==> config.mk <==
export PLATFORM = sky130hd
export DESIGN_NAME = utf8_to_utf16_decoder_flat
export DESIGN_NICKNAME = d
export VERILOG_FILES = /design/src/design/u8u16_pkg.sv /design/src/design/u8u16_if.sv /design/src/design/utf8_to_utf16_decoder.sv /design/src/flat_wrapper.sv
export VERILOG_INCLUDE_DIRS = /design/src /design/src/design
export SDC_FILE = /design/constraint.sdc
export NUM_CORES = 1
export LEC_CHECK = 0
export ABC_CLOCK_PERIOD_IN_PS = 13200
export BUFFER_PORTS_ARGS = -buffer_cell sky130_fd_sc_hd__buf_4
export CAP_MARGIN = 10
export CORE_UTILIZATION = 45
export CTS_CLUSTER_DIAMETER = 200
export CTS_CLUSTER_SIZE = 12
export DETAILED_ROUTE_END_ITERATION = 6
export MAX_ROUTING_LAYER = met4
export PLACE_DENSITY = 0.59
export SYNTH_ARGS = -nofsm -noshare
export SYNTH_HDL_FRONTEND = slang
export SYNTH_SLANG_ARGS = --single-unit
==> constraint.sdc <==
create_clock -name clk -period 13.2 [get_ports clk]
set_input_delay 0 -clock clk [delete_from_list [all_inputs] [get_ports clk]]
set_output_delay 0 -clock clk [all_outputs]
set_load 0.01 [all_outputs]
==> src/design/assert_macros.svh <==
// Assertion macros shared by the transcoder RTL.
// Each macro expects signals named clk and arst_n in the scope where it is used.
`ifndef ASSERT_MACROS_SVH
`define ASSERT_MACROS_SVH

// A property that must hold at every clock edge outside reset.
`define U8_ASSERT(label, prop, msg) \
	label: assert property (@(posedge clk) disable iff (!arst_n) (prop)) \
		else $error(msg);

// A condition that must hold in the same cycle as its trigger.
`define U8_ASSERT_SAME(label, ante, cons, msg) \
	label: assert property (@(posedge clk) disable iff (!arst_n) (ante) |-> (cons)) \
		else $error(msg);

// A condition that must hold in the cycle after its trigger.
`define U8_ASSERT_NEXT(label, ante, cons, msg) \
	label: assert property (@(posedge clk) disable iff (!arst_n) (ante) |=> (cons)) \
		else $error(msg);

`endif

==> src/design/u8u16_pkg.sv <==
// Package for the UTF-8 to UTF-16 transcoder: widths, byte patterns,
// the result item type and small counter helpers. No dependencies.
package u8u16_pkg;

	localparam int COUNT_WIDTH = 16;
	localparam int PART_W      = 21;
	localparam int FIFO_DEPTH  = 4;
	localparam int FIFO_PTR_W  = $clog2(FIFO_DEPTH);
	localparam int FIFO_CNT_W  = $clog2(FIFO_DEPTH + 1);

	localparam logic [7:0]  CONT_MASK  = 8'hC0;
	localparam logic [7:0]  CONT_TAG   = 8'h80;
	localparam logic [7:0]  LEAD2_MASK = 8'hE0;
	localparam logic [7:0]  LEAD2_TAG  = 8'hC0;
	localparam logic [7:0]  LEAD3_MASK = 8'hF0;
	localparam logic [7:0]  LEAD3_TAG  = 8'hE0;
	localparam logic [7:0]  LEAD4_MASK = 8'hF8;
	localparam logic [7:0]  LEAD4_TAG  = 8'hF0;
	localparam logic [7:0]  PAYLOAD6   = 8'h3F;

	localparam logic [15:0]       REPLACEMENT = 16'hFFFD;
	localparam logic [15:0]       HI_SURR     = 16'hD800;
	localparam logic [15:0]       LO_SURR     = 16'hDC00;
	localparam logic [PART_W-1:0] SUPP_BASE   = 21'h10000;
	localparam logic [PART_W-1:0] LOW10_MASK  = 21'h003FF;

	typedef logic [COUNT_WIDTH-1:0] count_t;
	typedef logic [PART_W-1:0]      partial_t;

	typedef struct packed {
		logic [15:0] code_unit;
		logic        last_unit;
		logic [15:0] units_emitted;
	} unit_t;

	// Increment that holds at the all-ones value.
	function automatic count_t cnt_sat_inc(input count_t c);
		count_t r;
		r = (c == '1) ? c : count_t'(c + 1'b1);
		return r;
	endfunction

	// The reported count is the counter, clipped to sixteen bits.
	function automatic logic [15:0] cnt_to_units(input count_t c);
		logic [31:0] wide;
		wide = 32'(c);
		return (wide > 32'h0000_FFFF) ? 16'hFFFF : wide[15:0];
	endfunction

endpackage

==> src/design/u8u16_if.sv <==
// Valid/ready channel interfaces for the transcoder: the byte stream in
// and the code unit stream out. No dependencies.
interface u8u16_byte_if;
	logic       valid;
	logic       ready;
	logic [7:0] data_byte;
	logic       last_byte;

	modport source(output valid, data_byte, last_byte, input ready);
	modport sink(input valid, data_byte, last_byte, output ready);
endinterface

interface u8u16_unit_if;
	logic        valid;
	logic        ready;
	logic [15:0] code_unit;
	logic        last_unit;
	logic [15:0] units_emitted;

	modport source(output valid, code_unit, last_unit, units_emitted, input ready);
	modport sink(input valid, code_unit, last_unit, units_emitted, output ready);
endinterface

==> src/design/utf8_to_utf16_decoder.sv <==
// A transferred byte is registered in the input stage, decoded from there into the
// output queue once the queue has room, and its first code unit is offered from the queue.
// Throughput: one byte per cycle; a surrogate pair fills two queue entries, and the
// four-entry output queue stalls the input when it has fewer than two free slots.
// Reset (arst_n low, asynchronous) empties the pipeline and the queue and clears the
// partial code point, the pending byte count and the unit counter.
`include "assert_macros.svh"

module utf8_to_utf16_decoder (
	input logic               clk,
	input logic               arst_n,
	u8u16_byte_if.sink        bytes,
	u8u16_unit_if.source      units
);

	// Input stage.
	logic       valid_s1;
	logic [7:0] byte_s1;
	logic       last_s1;

	// Decoder state.
	u8u16_pkg::partial_t partial_q;
	logic [1:0]          expected_q;
	u8u16_pkg::count_t   counter_q;

	// Output queue.
	u8u16_pkg::unit_t                      fifo_q [u8u16_pkg::FIFO_DEPTH];
	logic [u8u16_pkg::FIFO_PTR_W-1:0]      wr_ptr_q;
	logic [u8u16_pkg::FIFO_PTR_W-1:0]      rd_ptr_q;
	logic [u8u16_pkg::FIFO_CNT_W-1:0]      count_q;

	logic advance;
	logic pop;

	// Decode results.
	logic                pending;
	logic                is_cont;
	u8u16_pkg::partial_t ext_p;
	u8u16_pkg::partial_t supp_v;
	u8u16_pkg::partial_t lead_p;
	logic [1:0]          lead_e;
	logic                lead_v;
	logic [1:0]          exp_dec;
	logic                a_v, b_v;
	logic [15:0]         a_code, b_code;
	logic                a_last, b_last;
	u8u16_pkg::partial_t next_p;
	logic [1:0]          next_e;
	u8u16_pkg::count_t   cnt1, cnt2, next_cnt;
	logic [1:0]          n_units;
	u8u16_pkg::unit_t    u0, u1;

	assign advance     = valid_s1 &&
		(count_q <= u8u16_pkg::FIFO_CNT_W'(u8u16_pkg::FIFO_DEPTH - 2));
	assign bytes.ready = !valid_s1 || advance;
	assign pop         = units.valid && units.ready;

	assign units.valid         = (count_q != '0);
	assign units.code_unit     = fifo_q[rd_ptr_q].code_unit;
	assign units.last_unit     = fifo_q[rd_ptr_q].last_unit;
	assign units.units_emitted = fifo_q[rd_ptr_q].units_emitted;

	always_comb begin
		pending = (expected_q != 2'd0);
		is_cont = ((byte_s1 & u8u16_pkg::CONT_MASK) == u8u16_pkg::CONT_TAG);
		ext_p   = {partial_q[14:0], byte_s1[5:0]};
		supp_v  = ext_p - u8u16_pkg::SUPP_BASE;
		exp_dec = expected_q - 2'd1;
		a_v     = 1'b0;
		a_code  = '0;
		a_last  = 1'b0;
		b_v     = 1'b0;
		b_code  = '0;
		b_last  = 1'b0;
		lead_p  = '0;
		lead_e  = 2'd0;
		lead_v  = 1'b0;
		next_p  = partial_q;
		next_e  = expected_q;

		if (pending && is_cont) begin
			if (exp_dec == 2'd0 || last_s1) begin
				if (ext_p >= u8u16_pkg::SUPP_BASE) begin
					// Supplementary plane: high surrogate first.
					a_v    = 1'b1;
					a_code = u8u16_pkg::HI_SURR + 16'(supp_v[20:10]);
					b_v    = 1'b1;
					b_code = u8u16_pkg::LO_SURR + 16'(supp_v & u8u16_pkg::LOW10_MASK);
					b_last = last_s1;
				end else begin
					a_v    = 1'b1;
					a_code = ext_p[15:0];
					a_last = last_s1;
				end
				next_p = '0;
				next_e = 2'd0;
			end else begin
				next_p = ext_p;
				next_e = exp_dec;
			end
		end else begin
			// An interrupted sequence is flushed as it stands; it always fits one unit.
			if (pending) begin
				a_v    = 1'b1;
				a_code = partial_q[15:0];
				next_p = '0;
				next_e = 2'd0;
			end
			priority if (!byte_s1[7]) begin
				b_v    = 1'b1;
				b_code = {8'h00, byte_s1};
				b_last = last_s1;
			end else if ((byte_s1 & u8u16_pkg::LEAD2_MASK) == u8u16_pkg::LEAD2_TAG) begin
				lead_v = 1'b1;
				lead_p = u8u16_pkg::PART_W'(byte_s1[4:0]);
				lead_e = 2'd1;
			end else if ((byte_s1 & u8u16_pkg::LEAD3_MASK) == u8u16_pkg::LEAD3_TAG) begin
				lead_v = 1'b1;
				lead_p = u8u16_pkg::PART_W'(byte_s1[3:0]);
				lead_e = 2'd2;
			end else if ((byte_s1 & u8u16_pkg::LEAD4_MASK) == u8u16_pkg::LEAD4_TAG) begin
				lead_v = 1'b1;
				lead_p = u8u16_pkg::PART_W'(byte_s1[2:0]);
				lead_e = 2'd3;
			end else begin
				b_v    = 1'b1;
				b_code = u8u16_pkg::REPLACEMENT;
				b_last = last_s1;
			end
			if (lead_v) begin
				if (last_s1) begin
					b_v    = 1'b1;
					b_code = lead_p[15:0];
					b_last = 1'b1;
				end else begin
					next_p = lead_p;
					next_e = lead_e;
				end
			end
		end

		if (last_s1) begin
			next_p = '0;
			next_e = 2'd0;
		end

		cnt1    = u8u16_pkg::cnt_sat_inc(counter_q);
		cnt2    = u8u16_pkg::cnt_sat_inc(cnt1);
		n_units = {1'b0, a_v} + {1'b0, b_v};

		u0.code_unit     = a_v ? a_code : b_code;
		u0.last_unit     = a_v ? a_last : b_last;
		u0.units_emitted = u8u16_pkg::cnt_to_units(cnt1);
		u1.code_unit     = b_code;
		u1.last_unit     = b_last;
		u1.units_emitted = u8u16_pkg::cnt_to_units(cnt2);

		unique case (n_units)
			2'd0:    next_cnt = counter_q;
			2'd1:    next_cnt = cnt1;
			default: next_cnt = cnt2;
		endcase
		if (last_s1) begin
			next_cnt = '0;
		end
	end

	always_ff @(posedge clk or negedge arst_n) begin
		if (!arst_n) begin
			valid_s1   <= 1'b0;
			partial_q  <= '0;
			expected_q <= 2'd0;
			counter_q  <= '0;
			wr_ptr_q   <= '0;
			rd_ptr_q   <= '0;
			count_q    <= '0;
		end else begin
			if (bytes.ready) begin
				valid_s1 <= bytes.valid;
			end
			if (advance) begin
				partial_q  <= next_p;
				expected_q <= next_e;
				counter_q  <= next_cnt;
				wr_ptr_q   <= wr_ptr_q + u8u16_pkg::FIFO_PTR_W'(n_units);
			end
			if (pop) begin
				rd_ptr_q <= rd_ptr_q + 1'b1;
			end
			count_q <= count_q
				+ (advance ? u8u16_pkg::FIFO_CNT_W'(n_units) : '0)
				- u8u16_pkg::FIFO_CNT_W'(pop);
		end
	end

	always_ff @(posedge clk) begin
		if (bytes.valid && bytes.ready) begin
			byte_s1 <= bytes.data_byte;
			last_s1 <= bytes.last_byte;
		end
		if (advance) begin
			if (n_units != 2'd0) begin
				fifo_q[wr_ptr_q] <= u0;
			end
			if (n_units == 2'd2) begin
				fifo_q[wr_ptr_q + 1'b1] <= u1;
			end
		end
	end

	`U8_ASSERT(a_queue_bound, count_q <= u8u16_pkg::FIFO_CNT_W'(u8u16_pkg::FIFO_DEPTH), "output queue overflow")
	`U8_ASSERT_SAME(a_pending_fits, expected_q != 2'd0, partial_q < u8u16_pkg::SUPP_BASE, "pending value exceeds one unit")
	`U8_ASSERT_NEXT(a_last_clears, advance && last_s1, counter_q == '0 && expected_q == 2'd0, "string end did not clear state")
	`U8_ASSERT_NEXT(a_last_emits, advance && last_s1, count_q != '0, "string end produced no unit")

endmodule

==> src/flat_wrapper.sv <==
// flat-port wrapper written by rule: the top's interface ports become plain ports
module utf8_to_utf16_decoder_flat 
  (clk, arst_n, bytes_valid, bytes_data_byte, bytes_last_byte, bytes_ready, units_valid, units_code_unit, units_last_unit, units_units_emitted, units_ready);
  u8u16_byte_if bytes_i ();
  u8u16_unit_if units_i ();
  input logic clk;
  input logic arst_n;
  input wire logic [$bits(bytes_i.valid)-1:0] bytes_valid;
  input wire logic [$bits(bytes_i.data_byte)-1:0] bytes_data_byte;
  input wire logic [$bits(bytes_i.last_byte)-1:0] bytes_last_byte;
  output wire logic [$bits(bytes_i.ready)-1:0] bytes_ready;
  output wire logic [$bits(units_i.valid)-1:0] units_valid;
  output wire logic [$bits(units_i.code_unit)-1:0] units_code_unit;
  output wire logic [$bits(units_i.last_unit)-1:0] units_last_unit;
  output wire logic [$bits(units_i.units_emitted)-1:0] units_units_emitted;
  input wire logic [$bits(units_i.ready)-1:0] units_ready;
  assign bytes_i.valid = bytes_valid;
  assign bytes_i.data_byte = bytes_data_byte;
  assign bytes_i.last_byte = bytes_last_byte;
  assign bytes_ready = bytes_i.ready;
  assign units_valid = units_i.valid;
  assign units_code_unit = units_i.code_unit;
  assign units_last_unit = units_i.last_unit;
  assign units_units_emitted = units_i.units_emitted;
  assign units_i.ready = units_ready;
  utf8_to_utf16_decoder u_core (.clk(clk), .arst_n(arst_n), .bytes(bytes_i), .units(units_i));
endmodule
==> results of run 1 <==
cells by family (layout without fill, tap and decap cells):
| logic type | count (synthesis) | count (layout) | share of synthesized area |
|---|---|---|---|
| simple gates | 302 | 302 | 0.139 |
| compound gates | 227 | 227 | 0.143 |
| xor+xnor | 58 | 58 | 0.0492 |
| buf+inv | 91 | 137 | 0.0367 |
| fa+ha+maj | 14 | 14 | 0.0174 |
| mux | 72 | 72 | 0.110 |
| flops | 183 | 183 | 0.505 |
cell usage in the layout (no fill, tap or decap), types with 26 or more instances in the layout:
master,synthesis,routed
dfrtp_1,42,41
edfxtp_1,141,141
xnor2_1,34,34
nand2_1,115,115
mux2i_1,26,26
o21ai_0,67,67
nand3_1,29,29
nor2_1,56,52
a21oi_1,61,61
buf_4,4,69
mux4_2,33,33
metal layers:
metal | share of wire | track usage
met1 | 0.48 | 0.358
met2 | 0.45 | 0.360
met3 | 0.063 | 0.0373
met4 | 0.0098 | 0.0495
met5 | 0 | -
critical path: cells and delay by family (launching register included):
kind          cells  cell delay (ns)
fa+ha+maj         4             1.59
flops             1             0.42
simple gates      4             0.90
xor+xnor          2             0.28
buf+inv           6             1.25
registers in the layout (all words and copies together) (netlist names), 2 cells and up:
signal and count:
u_core.partial_q 16, u_core.count_q 3, u_core.expected_q 2, u_core.fifo_q 132, u_core.wr_ptr_q 2, u_core.counter_q 16
u_core.rd_ptr_q 2, u_core.byte_s1 8
cell type report:
cell class / count / share of cell area
Tap cell: 285 / 0.0301
Inverter: 25 / 0.00793
Clock buffer: 17 / 0.0359
Timing Repair Buffer: 80 / 0.0531
Sequential cell: 183 / 0.447
Clock inverter: 15 / 0.0154
Multi-Input combinational cell: 673 / 0.411
worst max path at each step:
stage	startpoint	slack, ns	end	depth (start not counted)
floorplan	u_core.byte_s1[4]$_DFFE_PP_	8.99	u_core.fifo_q[1][0]$_DFFE_PP_	11
global placement	u_core.expected_q[0]$_DFFE_PN0P_	8.85	u_core.count_q[2]$_DFF_PN0_	16
detailed placement	u_core.expected_q[0]$_DFFE_PN0P_	8.72	u_core.count_q[2]$_DFF_PN0_	16
CTS	u_core.expected_q[0]$_DFFE_PN0P_	8.69	u_core.count_q[2]$_DFF_PN0_	16
global route	u_core.expected_q[0]$_DFFE_PN0P_	8.26	u_core.count_q[2]$_DFF_PN0_	16
finish	u_core.expected_q[0]$_DFFE_PN0P_	8.61	u_core.count_q[2]$_DFF_PN0_	16
power groups by stage:
stage	Sequential [mW]	Combinational, mW	Clock, mW
after detailed placement	0.948	1.12	0
after global placement	0.943	1.11	0
after global routing	0.952	1.23	0.542
after CTS	0.935	1.13	0.521
after floorplan	0.897	0.763	0
final	0.936	1.13	0.512
stage by stage:
| step | power [mW] | cells |
|---|---|---|
| 3_5_place_dp | 2.07 | 1235 |
| 4_1_cts | 2.59 | 1278 |
| 5_1_grt | 2.72 | 1278 |
| 3_3_place_gp | 2.05 | 1235 |
| 6_report | 2.57 | 1278 |
| 2_1_floorplan | 1.66 | 947 |
==> run summary, run 1 <==
status - completed
sequential area share after synthesis - 0.505
GRT Overall Usage - 0.245
Congestion Overflow GR - 0
count leader, synth - edfxtp_1
filler instances - 2022
Flop pwr share - 0.364
Tightest Pin Transition - 0.948 ns
storage element area - 5290 sq um
leading area contributor after synthesis - edfxtp_1
layout cells sized above 1 - 0.186
Syn. warnings - 0
Worst Path Class, Setup - flip-flop to flip-flop
post-CTS setup buffer count - 0
clock tree root buffer cell - clkbuf_16
synthesized area - 10500 sq um
Area contributors post-synth - edfxtp_1 (40%), dfrtp_1 (10%), mux4_2 (7.1%), nand2_1 (4.1%), o21ai_0 (3.2%)
RSZ-0062 raised after global routing - false
Net Sw Power - 1.02 mW
Post-Syn Nets - 974
Core Box Area - 22700 sq um
Tmin final - 4.59 ns
vias in the first global route - 7269
Final setup viols - 0
# nets final - 1007
Multi-input gate area - 4860 sq um
final hold vios - 0
top fanout value on the critical path - 23
via count - 7707
startpoint types - flip-flop
Initial Util - 0.461
Finished Cell Area - 11800 sq um
r2r worst-path depth - 16
clock tree buffer depth - 2
initial antenna violation count - 0
Post-CTS Hold Buffers - 11
total routed wirelength - 27200 um
top_reg_cell synth - edfxtp_1
DRT Pass-1 Iters - 5
internal power - 1.56 mW
Async SR Flop Fraction - 0.230
first-pass GRT wire length - 42800 um
Max stage delay on crit path - 0.85 ns
Worst R2R Start - u_core.expected_q[0]$_DFFE_PN0P_
largest net degree at the start of global routing - 43
initial DRC count - 653
Clock Latency Late Sink - 0.44 ns
Fmax - 218 MHz
row count - 55
Synth cell types - 86
Hold EP - u_core.rd_ptr_q[0]$_DFFE_PN0P_
Post-Synthesis Cells - 947
Min Hold Slack - 0.0109 ns
CP Capture Type - flip-flop
Post-synth EDFFs - 141
hold path cells - 3
FF-to-FF End - u_core.count_q[2]$_DFF_PN0_
critical-path cell list - inv_1 -> ha_1 -> or3_1 -> nor3_1 -> buf_4 -> nor2_1 -> buf_4 -> clkinv_1 -> ha_1 -> inv_1 -> nor2_1 -> ha_1 -> inv_1 -> fa_1 -> xor2_1 -> xnor2_1
worst min path class - input pin to flip-flop
# DRC - 0
maxcap violations - 0
sw frac - 0.395
wire length per cell - 21.3 um
# IOs - 48
setup TNS - 0 ns
CTS tree - built
flops & latches, synth - 183
Cell Pwr Density - 217 nW/um^2
pre-CTS setup slack - 8.72 ns
top cells by count, synth - edfxtp_1 (141), nand2_1 (115), o21ai_0 (67), a21oi_1 (61), nor2_1 (56)
logic gate share of total power - 0.437
share of the synthesized area in the top cell type - 0.404
routability cong. - 0.920
leakage - 4.23 nW
setup ws final - 8.61 ns
crit path DAT - 4.91 ns
CTS clk-pin slew, worst paths - 0.07 ns
DR vias/cell - 6.03
mean post-synth cell area - 11.1 sq um
Die Footprint - 23900 sq um
Die Y - 155 um
Worst VDD drop - 0.121 mV
die span in x - 155 um
hold wc startpoint - units_ready
Critical Path RT - 13.52 ns
Clock Power Share - 0.199
post-CTS sizing - 0
PortBufs - 47
slew margin rel. - 0.364
Antenna Nets Post-Route - 0
diode count - 0
R2R setup slack - 8.61 ns
Num CTS Buffers - 17
fin. max-slew vios - 0
Area after DPL - 11100 sq um
area growth from synthesis to layout - 13.0%
# H-tree levels - 4
Worst path slowest cell - ha_1
Sink Count - 183
fin util - 0.521
placed wire-length estimate - 18000 um
Setup Skew - 0.0103 ns
final worst-path cycle share - 0.348
(Power assumes the default switching activity.)
==> run 2: changes to the inputs <==
--- a/config.mk
+++ b/config.mk
@@ -6,7 +6,8 @@
 export SDC_FILE = /design/constraint.sdc
 export NUM_CORES = 1
 export LEC_CHECK = 0
-export ABC_CLOCK_PERIOD_IN_PS = 13200
+export ABC_AREA = 1
+export ABC_CLOCK_PERIOD_IN_PS = 4200
 export BUFFER_PORTS_ARGS = -buffer_cell sky130_fd_sc_hd__buf_4
 export CAP_MARGIN = 10
 export CORE_UTILIZATION = 45
@@ -14,7 +15,7 @@
 export CTS_CLUSTER_SIZE = 12
 export DETAILED_ROUTE_END_ITERATION = 6
 export MAX_ROUTING_LAYER = met4
-export PLACE_DENSITY = 0.59
+export PLACE_DENSITY = 0.62
 export SYNTH_ARGS = -nofsm -noshare
 export SYNTH_HDL_FRONTEND = slang
 export SYNTH_SLANG_ARGS = --single-unit
==> constraint.sdc (replaced) <==
create_clock -name clk -period 4.2 [get_ports clk]
set_input_delay 0 -clock clk [delete_from_list [all_inputs] [get_ports clk]]
set_output_delay 0 -clock clk [all_outputs]
set_load 0.01 [all_outputs]
==> run summary, run 2 <==
status - completed
sequential area share after synthesis - 0.505 (about the same)
Final setup viols - 0 (unchanged)
CP Capture Type - flip-flop
vias in the first global route - 8550 (+18%)
Setup Skew - 0.0126 ns (+0.00229 ns)
initial DRC count - 957 (+47%)
Post-synth EDFFs - 141 (unchanged)
storage element area - 5290 sq um (unchanged)
Sink Count - 183 (unchanged)
logic gate share of total power - 0.490 (+0.053)
count leader, synth - nand2_1
wire length per cell - 18.1 um (-15%)
max FFs per register - 132 (unchanged)
clock tree buffer depth - 2 (unchanged)
Post-Syn Nets - 1291 (+33%)
Top reg by flops - u_core.fifo_q
Antenna Nets Post-Route - 0 (unchanged)
top_reg_cell synth - edfxtp_1
Async SR Flop Fraction - 0.230 (unchanged)
leakage - 4.74 nW (+12%)
Tmin final - 3.62 ns (-0.971 ns)
Fmax - 276 MHz (+27%)
Congestion Overflow GR - 0 (unchanged)
CTS clk-pin slew, worst paths - 0.07 ns (about the same)
Core Box Area - 22700 sq um (unchanged)
startpoint types - flip-flop
die span in x - 155 um (about the same)
Post-Synthesis Cells - 1264 (+33%)
sw frac - 0.446 (+0.0508)
commonest non-fill, non-tap cell in the layout - nand2_1
Num CTS Buffers - 17 (unchanged)
slew margin rel. - 0.254 (-0.110)
top cells by count, synth - nand2_1 (311), o21ai_0 (192), edfxtp_1 (141), nor2_1 (125), inv_1 (93)
Die Footprint - 23900 sq um (about the same)
Largest regs - u_core.fifo_q: 132 flops, u_core.counter_q: 16 flops, u_core.partial_q: 16 flops
clock tree root buffer cell - clkbuf_16
first-pass GRT wire length - 46100 um (+7.8%)
# nets final - 1332 (+32%)
via count - 8898 (+15%)
maxcap violations - 0 (unchanged)
top fanout value on the critical path - 18 (-22%)
most frequent cells in the layout - nand2_1 (311), o21ai_0 (188), edfxtp_1 (141)
initial antenna violation count - 0 (unchanged)
largest net degree at the start of global routing - 69 (+60%)
area growth from synthesis to layout - 13.5%
diode count - 0 (unchanged)
filler instances - 2144 (+6.0%)
total routed wirelength - 29000 um (+6.4%)
DR vias/cell - 5.55 (-8.0%)
Multi-input gate area - 4590 sq um (-5.5%)
synthesized area - 10500 sq um (about the same)
final hold vios - 0 (unchanged)
placed cells - 1559 (+26%)
worst min path class - input pin to flip-flop
Area contributors post-synth - edfxtp_1 (40%), nand2_1 (11%), dfrtp_1 (10%), o21ai_0 (9.2%), nor2_1 (4.5%)
Flop pwr share - 0.336 (-0.028)
internal power - 5.15 mW (+230%)
Net Sw Power - 4.14 mW (+310%)
Worst Path Class, Setup - flip-flop to flip-flop
Worst VDD drop - 0.522 mV (+330%)
final worst-path cycle share - 0.861 (+0.514)
leading area contributor after synthesis - edfxtp_1
Cell Pwr Density - 781 nW/um^2 (+260%)
fin util - 0.524 (+0.00253)
share of the synthesized area in the top cell type - 0.404 (about the same)
Critical Path RT - 4.56 ns (-8.96 ns)
crit path DAT - 3.98 ns (-0.93 ns)
routability cong. - 0.916 (-0.38%)
# H-tree levels - 4 (unchanged)
RSZ-0062 raised after global routing - false
Initial Util - 0.461 (about the same)
layout cells sized above 1 - 0.137 (-0.0490)
Clock Power Share - 0.175 (-0.024)
CTS tree - built
Syn. warnings - 0 (unchanged)
# IOs - 48 (unchanged)
fin cells - 1603 (+25%)
row count - 55 (unchanged)
Die Y - 155 um (about the same)
total power - 9.29 mW (+260%)
DRT Pass-1 Iters - 6 (+1)
Synth cell types - 42 (-51%)
mean post-synth cell area - 8.29 sq um (-25%)
PortBufs - 47 (unchanged)
GRT Overall Usage - 0.260 (+0.0155)
setup TNS - 0 ns (unchanged)
Clock Latency Late Sink - 0.44 ns (about the same)
Tightest Pin Transition - 1.12 ns (+0.172 ns)
placed wire-length estimate - 19500 um (+8.3%)
# DRC - 0 (unchanged)
fin. max-slew vios - 0 (unchanged)
flops & latches, synth - 183 (unchanged)
[run 2: cell types whose count changed after synthesis, moves of 41 or more]
cell     change
a21oi_1     -45
nand3_1     +53
o21ai_0    +125
nor2_1      +69
o22ai_1     +41
inv_1       +70
nand2_1    +196
[run 2: layout make-up]
type,count,share of cell area
sequential,183,0.445
multi-input combinational,915,0.386
timing repair buffer,85,0.0568
clock buffer,17,0.0358
inverter,103,0.0330
tap,285,0.0300
clock inverter,15,0.0137
[run 2: cell families after synthesis]
group | after synthesis | share of synthesized area
adders and majority gates | 14 | 0.0174
AOI/OAI and AO/OA | 297 | 0.156
buffers and inverters | 166 | 0.0626
xor gates and xnor gates | 20 | 0.0185
and+or+nand+nor | 584 | 0.241
DFF | 183 | 0.505
[run 2: worst paths after layout]
kind | end | startpoint | cells past startpoint | slack (ns)
min | u_core.rd_ptr_q[0]$_DFFE_PN0P_ | units_ready | 3 | 0.06
min in group asynchronous | u_core.partial_q[12]$_DFFE_PN0P_ | arst_n | 2 | 0.08
max in group asynchronous | u_core.rd_ptr_q[0]$_DFFE_PN0P_ | arst_n | 2 | 3.70
max reg2reg | u_core.count_q[2]$_DFF_PN0_ | u_core.expected_q[0]$_DFFE_PN0P_ | 18 | 0.58
max | u_core.count_q[2]$_DFF_PN0_ | u_core.expected_q[0]$_DFFE_PN0P_ | 18 | 0.58
min reg2reg | u_core.count_q[2]$_DFF_PN0_ | u_core.count_q[2]$_DFF_PN0_ | 1 | 0.50
[run 2: what timing repair did]
item | 4_1_cts | 5_1_grt
endpoints found under the setup margin | 0 | 1
endpoints found under the hold margin | 52 | 0
gates resized for setup | 0 | 1
hold buffers | 11 | 0
setup buffers | 0 | 0
[run 2: metrics by stage]
stage / setup WS, ns / area, sq um / hold WS, ns
2_1_floorplan: -0.614 / 10500 / -0.296
3_3_place_gp: 0.573 / 11200 / 0.0335
3_5_place_dp: 0.460 / 11200 / 0.0369
4_1_cts: 0.451 / 11900 / 0.0481
5_1_grt: 0.153 / 11900 / 0.0651
6_report: 0.583 / 11900 / 0.0570
[run 2: per-layer routing]
layer / vias to the layer above / part of all wire / global-route usage
met3: 32 / 0.069 / 0.0468
met2: 310 / 0.45 / 0.384
met5: - / 0 / -
met4: 0 / 0.014 / 0.0759
li1: 4384 / - / -
met1: 4172 / 0.47 / 0.366
[run 2: power by group through the flow]
| stage | Sequential [mW] | Clock [mW] | Combinational (mW) |
|---|---|---|---|
| floorplan | 3.08 | 0 | 2.92 |
| global placement | 3.14 | 0 | 4.45 |
| detailed placement | 3.15 | 0 | 4.52 |
| CTS | 3.11 | 1.64 | 4.54 |
| global route | 3.17 | 1.71 | 5.08 |
| finish | 3.12 | 1.62 | 4.55 |
[run 2: worst max-delay path: stages, from the launching register on]
cell and delay (ns):
dfrtp_1 0.36, inv_1 0.07, ha_1 0.26, nor3_2 0.32
inv_2 0.20, nor2_1 0.17, nand2_1 0.17, nand2_1 0.14
nor2_1 0.07, ha_1 0.30, buf_4 0.20, inv_1 0.05
buf_4 0.19, nor2_1 0.13, ha_1 0.15, inv_1 0.04
fa_1 0.37, xnor2_1 0.17, xor2_1 0.16
==> run 3: changes to the inputs <==
--- a/config.mk
+++ b/config.mk
@@ -10,6 +10,7 @@
 export ABC_CLOCK_PERIOD_IN_PS = 4200
 export BUFFER_PORTS_ARGS = -buffer_cell sky130_fd_sc_hd__buf_4
 export CAP_MARGIN = 10
+export CORE_ASPECT_RATIO = 2
 export CORE_UTILIZATION = 45
 export CTS_CLUSTER_DIAMETER = 200
 export CTS_CLUSTER_SIZE = 12
==> constraint.sdc (replaced) <==
create_clock -name clk -period 4.2 [get_ports clk]
set_input_delay 0 -clock clk [delete_from_list [all_inputs] [get_ports clk]]
set_output_delay 0 -clock clk [all_outputs]
set_load 0.1 [all_outputs]
==> run summary, run 3 (synthesis results as in run 2) <==
slew margin rel. - 0.278 (+0.0246)
largest net degree at the start of global routing - 69 (unchanged)
layout cells sized above 1 - 0.132 (-0.00531)
grt peak-use layer - met2
initial DRC count - 534 (-44%)
GRT Overall Usage - 0.270 (+0.00952)
wire length per cell - 18.5 um (+2.2%)
worst min path class - input pin to flip-flop
fin. max-slew vios - 0 (unchanged)
filler instances - 2122 (-1.0%)
Fmax - 272 MHz (-1.6%)
final worst-path cycle share - 0.875 (+0.0137)
Die Y - 218 um (+41%)
clock tree root buffer cell - clkbuf_16
# IOs - 48 (unchanged)
status - completed
maxcap violations - 0 (unchanged)
initial antenna violation count - 0 (unchanged)
Min Hold Slack - 0.0541 ns (-0.00291 ns)
Setup Skew - 0.0132 ns (+0.000670 ns)
startpoint types - flip-flop
Num CTS Buffers - 17 (unchanged)
global-route met1 utilization - 0.294 (-0.0718)
vias in the first global route - 8888 (+4.0%)
final hold vios - 0 (unchanged)
Initial Util - 0.461 (-0.000609)
# H-tree levels - 4 (unchanged)
most frequent cells in the layout - nand2_1 (311), o21ai_0 (188), edfxtp_1 (141)
total routed wirelength - 29500 um (+1.9%)
Area after DPL - 11200 sq um (about the same)
Sink Count - 183 (unchanged)
setup TNS - 0 ns (unchanged)
die span in x - 110 um (-29%)
max FFs per register - 132 (unchanged)
Worst Path Class, Setup - flip-flop to flip-flop
CTS tree - built
Die Footprint - 23900 sq um (+0.16%)
Tmin final - 3.67 ns (+0.0574 ns)
post-CTS setup buffer count - 0 (unchanged)
placed wire-length estimate - 20100 um (+2.7%)
CP Capture Type - flip-flop
Final setup viols - 0 (unchanged)
Clock Latency Late Sink - 0.45 ns (about the same)
DRT Pass-1 Iters - 5 (-1)
clock tree buffer depth - 2 (unchanged)
RSZ-0062 raised after global routing - false
Largest regs - u_core.fifo_q: 132 flops, u_core.counter_q: 16 flops, u_core.partial_q: 16 flops
Global Route met3 Usage - 0.0409 (-0.00585)
fin util - 0.522 (-0.00152)
Antenna Nets Post-Route - 0 (unchanged)
Tightest Pin Transition - 1.07 ns (-0.0505 ns)
routability cong. - 0.972 (+6.1%)
# DRC - 0 (unchanged)
Finished Cell Area - 11900 sq um (-0.16%)
top fanout value on the critical path - 18 (unchanged)
diode count - 0 (unchanged)
via count - 8956 (+0.65%)
Critical Path RT - 4.58 ns (+0.02 ns)
CTS clk-pin slew, worst paths - 0.07 ns (about the same)
Top reg by flops - u_core.fifo_q
DR vias/cell - 5.60 (+0.97%)
first-pass GRT wire length - 46200 um (+0.15%)
crit path DAT - 4.05 ns (+0.07 ns)
# nets final - 1332 (unchanged)
row count - 78 (+42%)
GR Layer Usage met2 - 0.462 (+0.0781)
Core Box Area - 22700 sq um (+0.13%)
Congestion Overflow GR - 0 (unchanged)
commonest non-fill, non-tap cell in the layout - nand2_1
area growth from synthesis to layout - 13.4%
PortBufs - 47 (unchanged)
run 3: final cells by class:
| class | instances | area, sq um | area share |
|---|---|---|---|
| sequential | 183 | 5290 | 0.445 |
| multi-input combinational | 915 | 4590 | 0.386 |
| timing repair buffer | 85 | 678 | 0.0571 |
| clock buffer | 20 | 437 | 0.0368 |
| inverter | 103 | 393 | 0.0331 |
| tap | 280 | 350 | 0.0295 |
| clock inverter | 12 | 141 | 0.0119 |
run 3: path summary, 6_finish.rpt:
check / slack [ns] / endpoint / cells past startpoint / start
setup reg to reg: 0.53 / u_core.count_q[2]$_DFF_PN0_ / 19 / u_core.expected_q[0]$_DFFE_PN0P_
setup / recovery: 0.53 / u_core.count_q[2]$_DFF_PN0_ / 19 / u_core.expected_q[0]$_DFFE_PN0P_
min in group asynchronous: 0.09 / u_core.counter_q[5]$_DFFE_PN0P_ / 2 / arst_n
hold / removal: 0.05 / u_core.rd_ptr_q[0]$_DFFE_PN0P_ / 3 / units_ready
hold reg to reg: 0.51 / u_core.count_q[2]$_DFF_PN0_ / 1 / u_core.count_q[2]$_DFF_PN0_
max in group asynchronous: 3.64 / u_core.rd_ptr_q[0]$_DFFE_PN0P_ / 2 / arst_n
run 3: routing by layer:
metal	up-vias	wire (um)
met2	300	15500
met4	0	1280
met1	4178	11200
met5	-	0
met3	89	1470
li1	4389	-
run 3: through the flow:
step                cells  worst slack (ns)
global placement     1555             0.682
floorplan            1264            -0.614
CTS                  1598             0.542
finish               1598             0.525
detailed placement   1555             0.555
global route         1598             0.210
run 3: repair_timing:
action / CTS / global route
hold buffers: 11 / 0
gates resized for setup: 0 / 0
endpoints found under the hold margin: 52 / 0
run 3: critical path, stage by stage (launching register included):
cell and delay [ns]:
dfrtp_1 0.35, inv_1 0.07, ha_1 0.26, nor3_1 0.19, buf_4 0.20, inv_2 0.14
nor2_1 0.15, nand2_1 0.19, nand2_1 0.15, nor2_1 0.07, ha_1 0.30, buf_4 0.20
inv_1 0.06, buf_4 0.20, nor2_1 0.15, ha_1 0.16, inv_1 0.04, fa_1 0.38
xnor2_1 0.18, xor2_1 0.15
Power of run 3 is left out: the tool's default activity adds up to more than one toggle a clock period on the data nets, which glitch-free logic cannot reach.
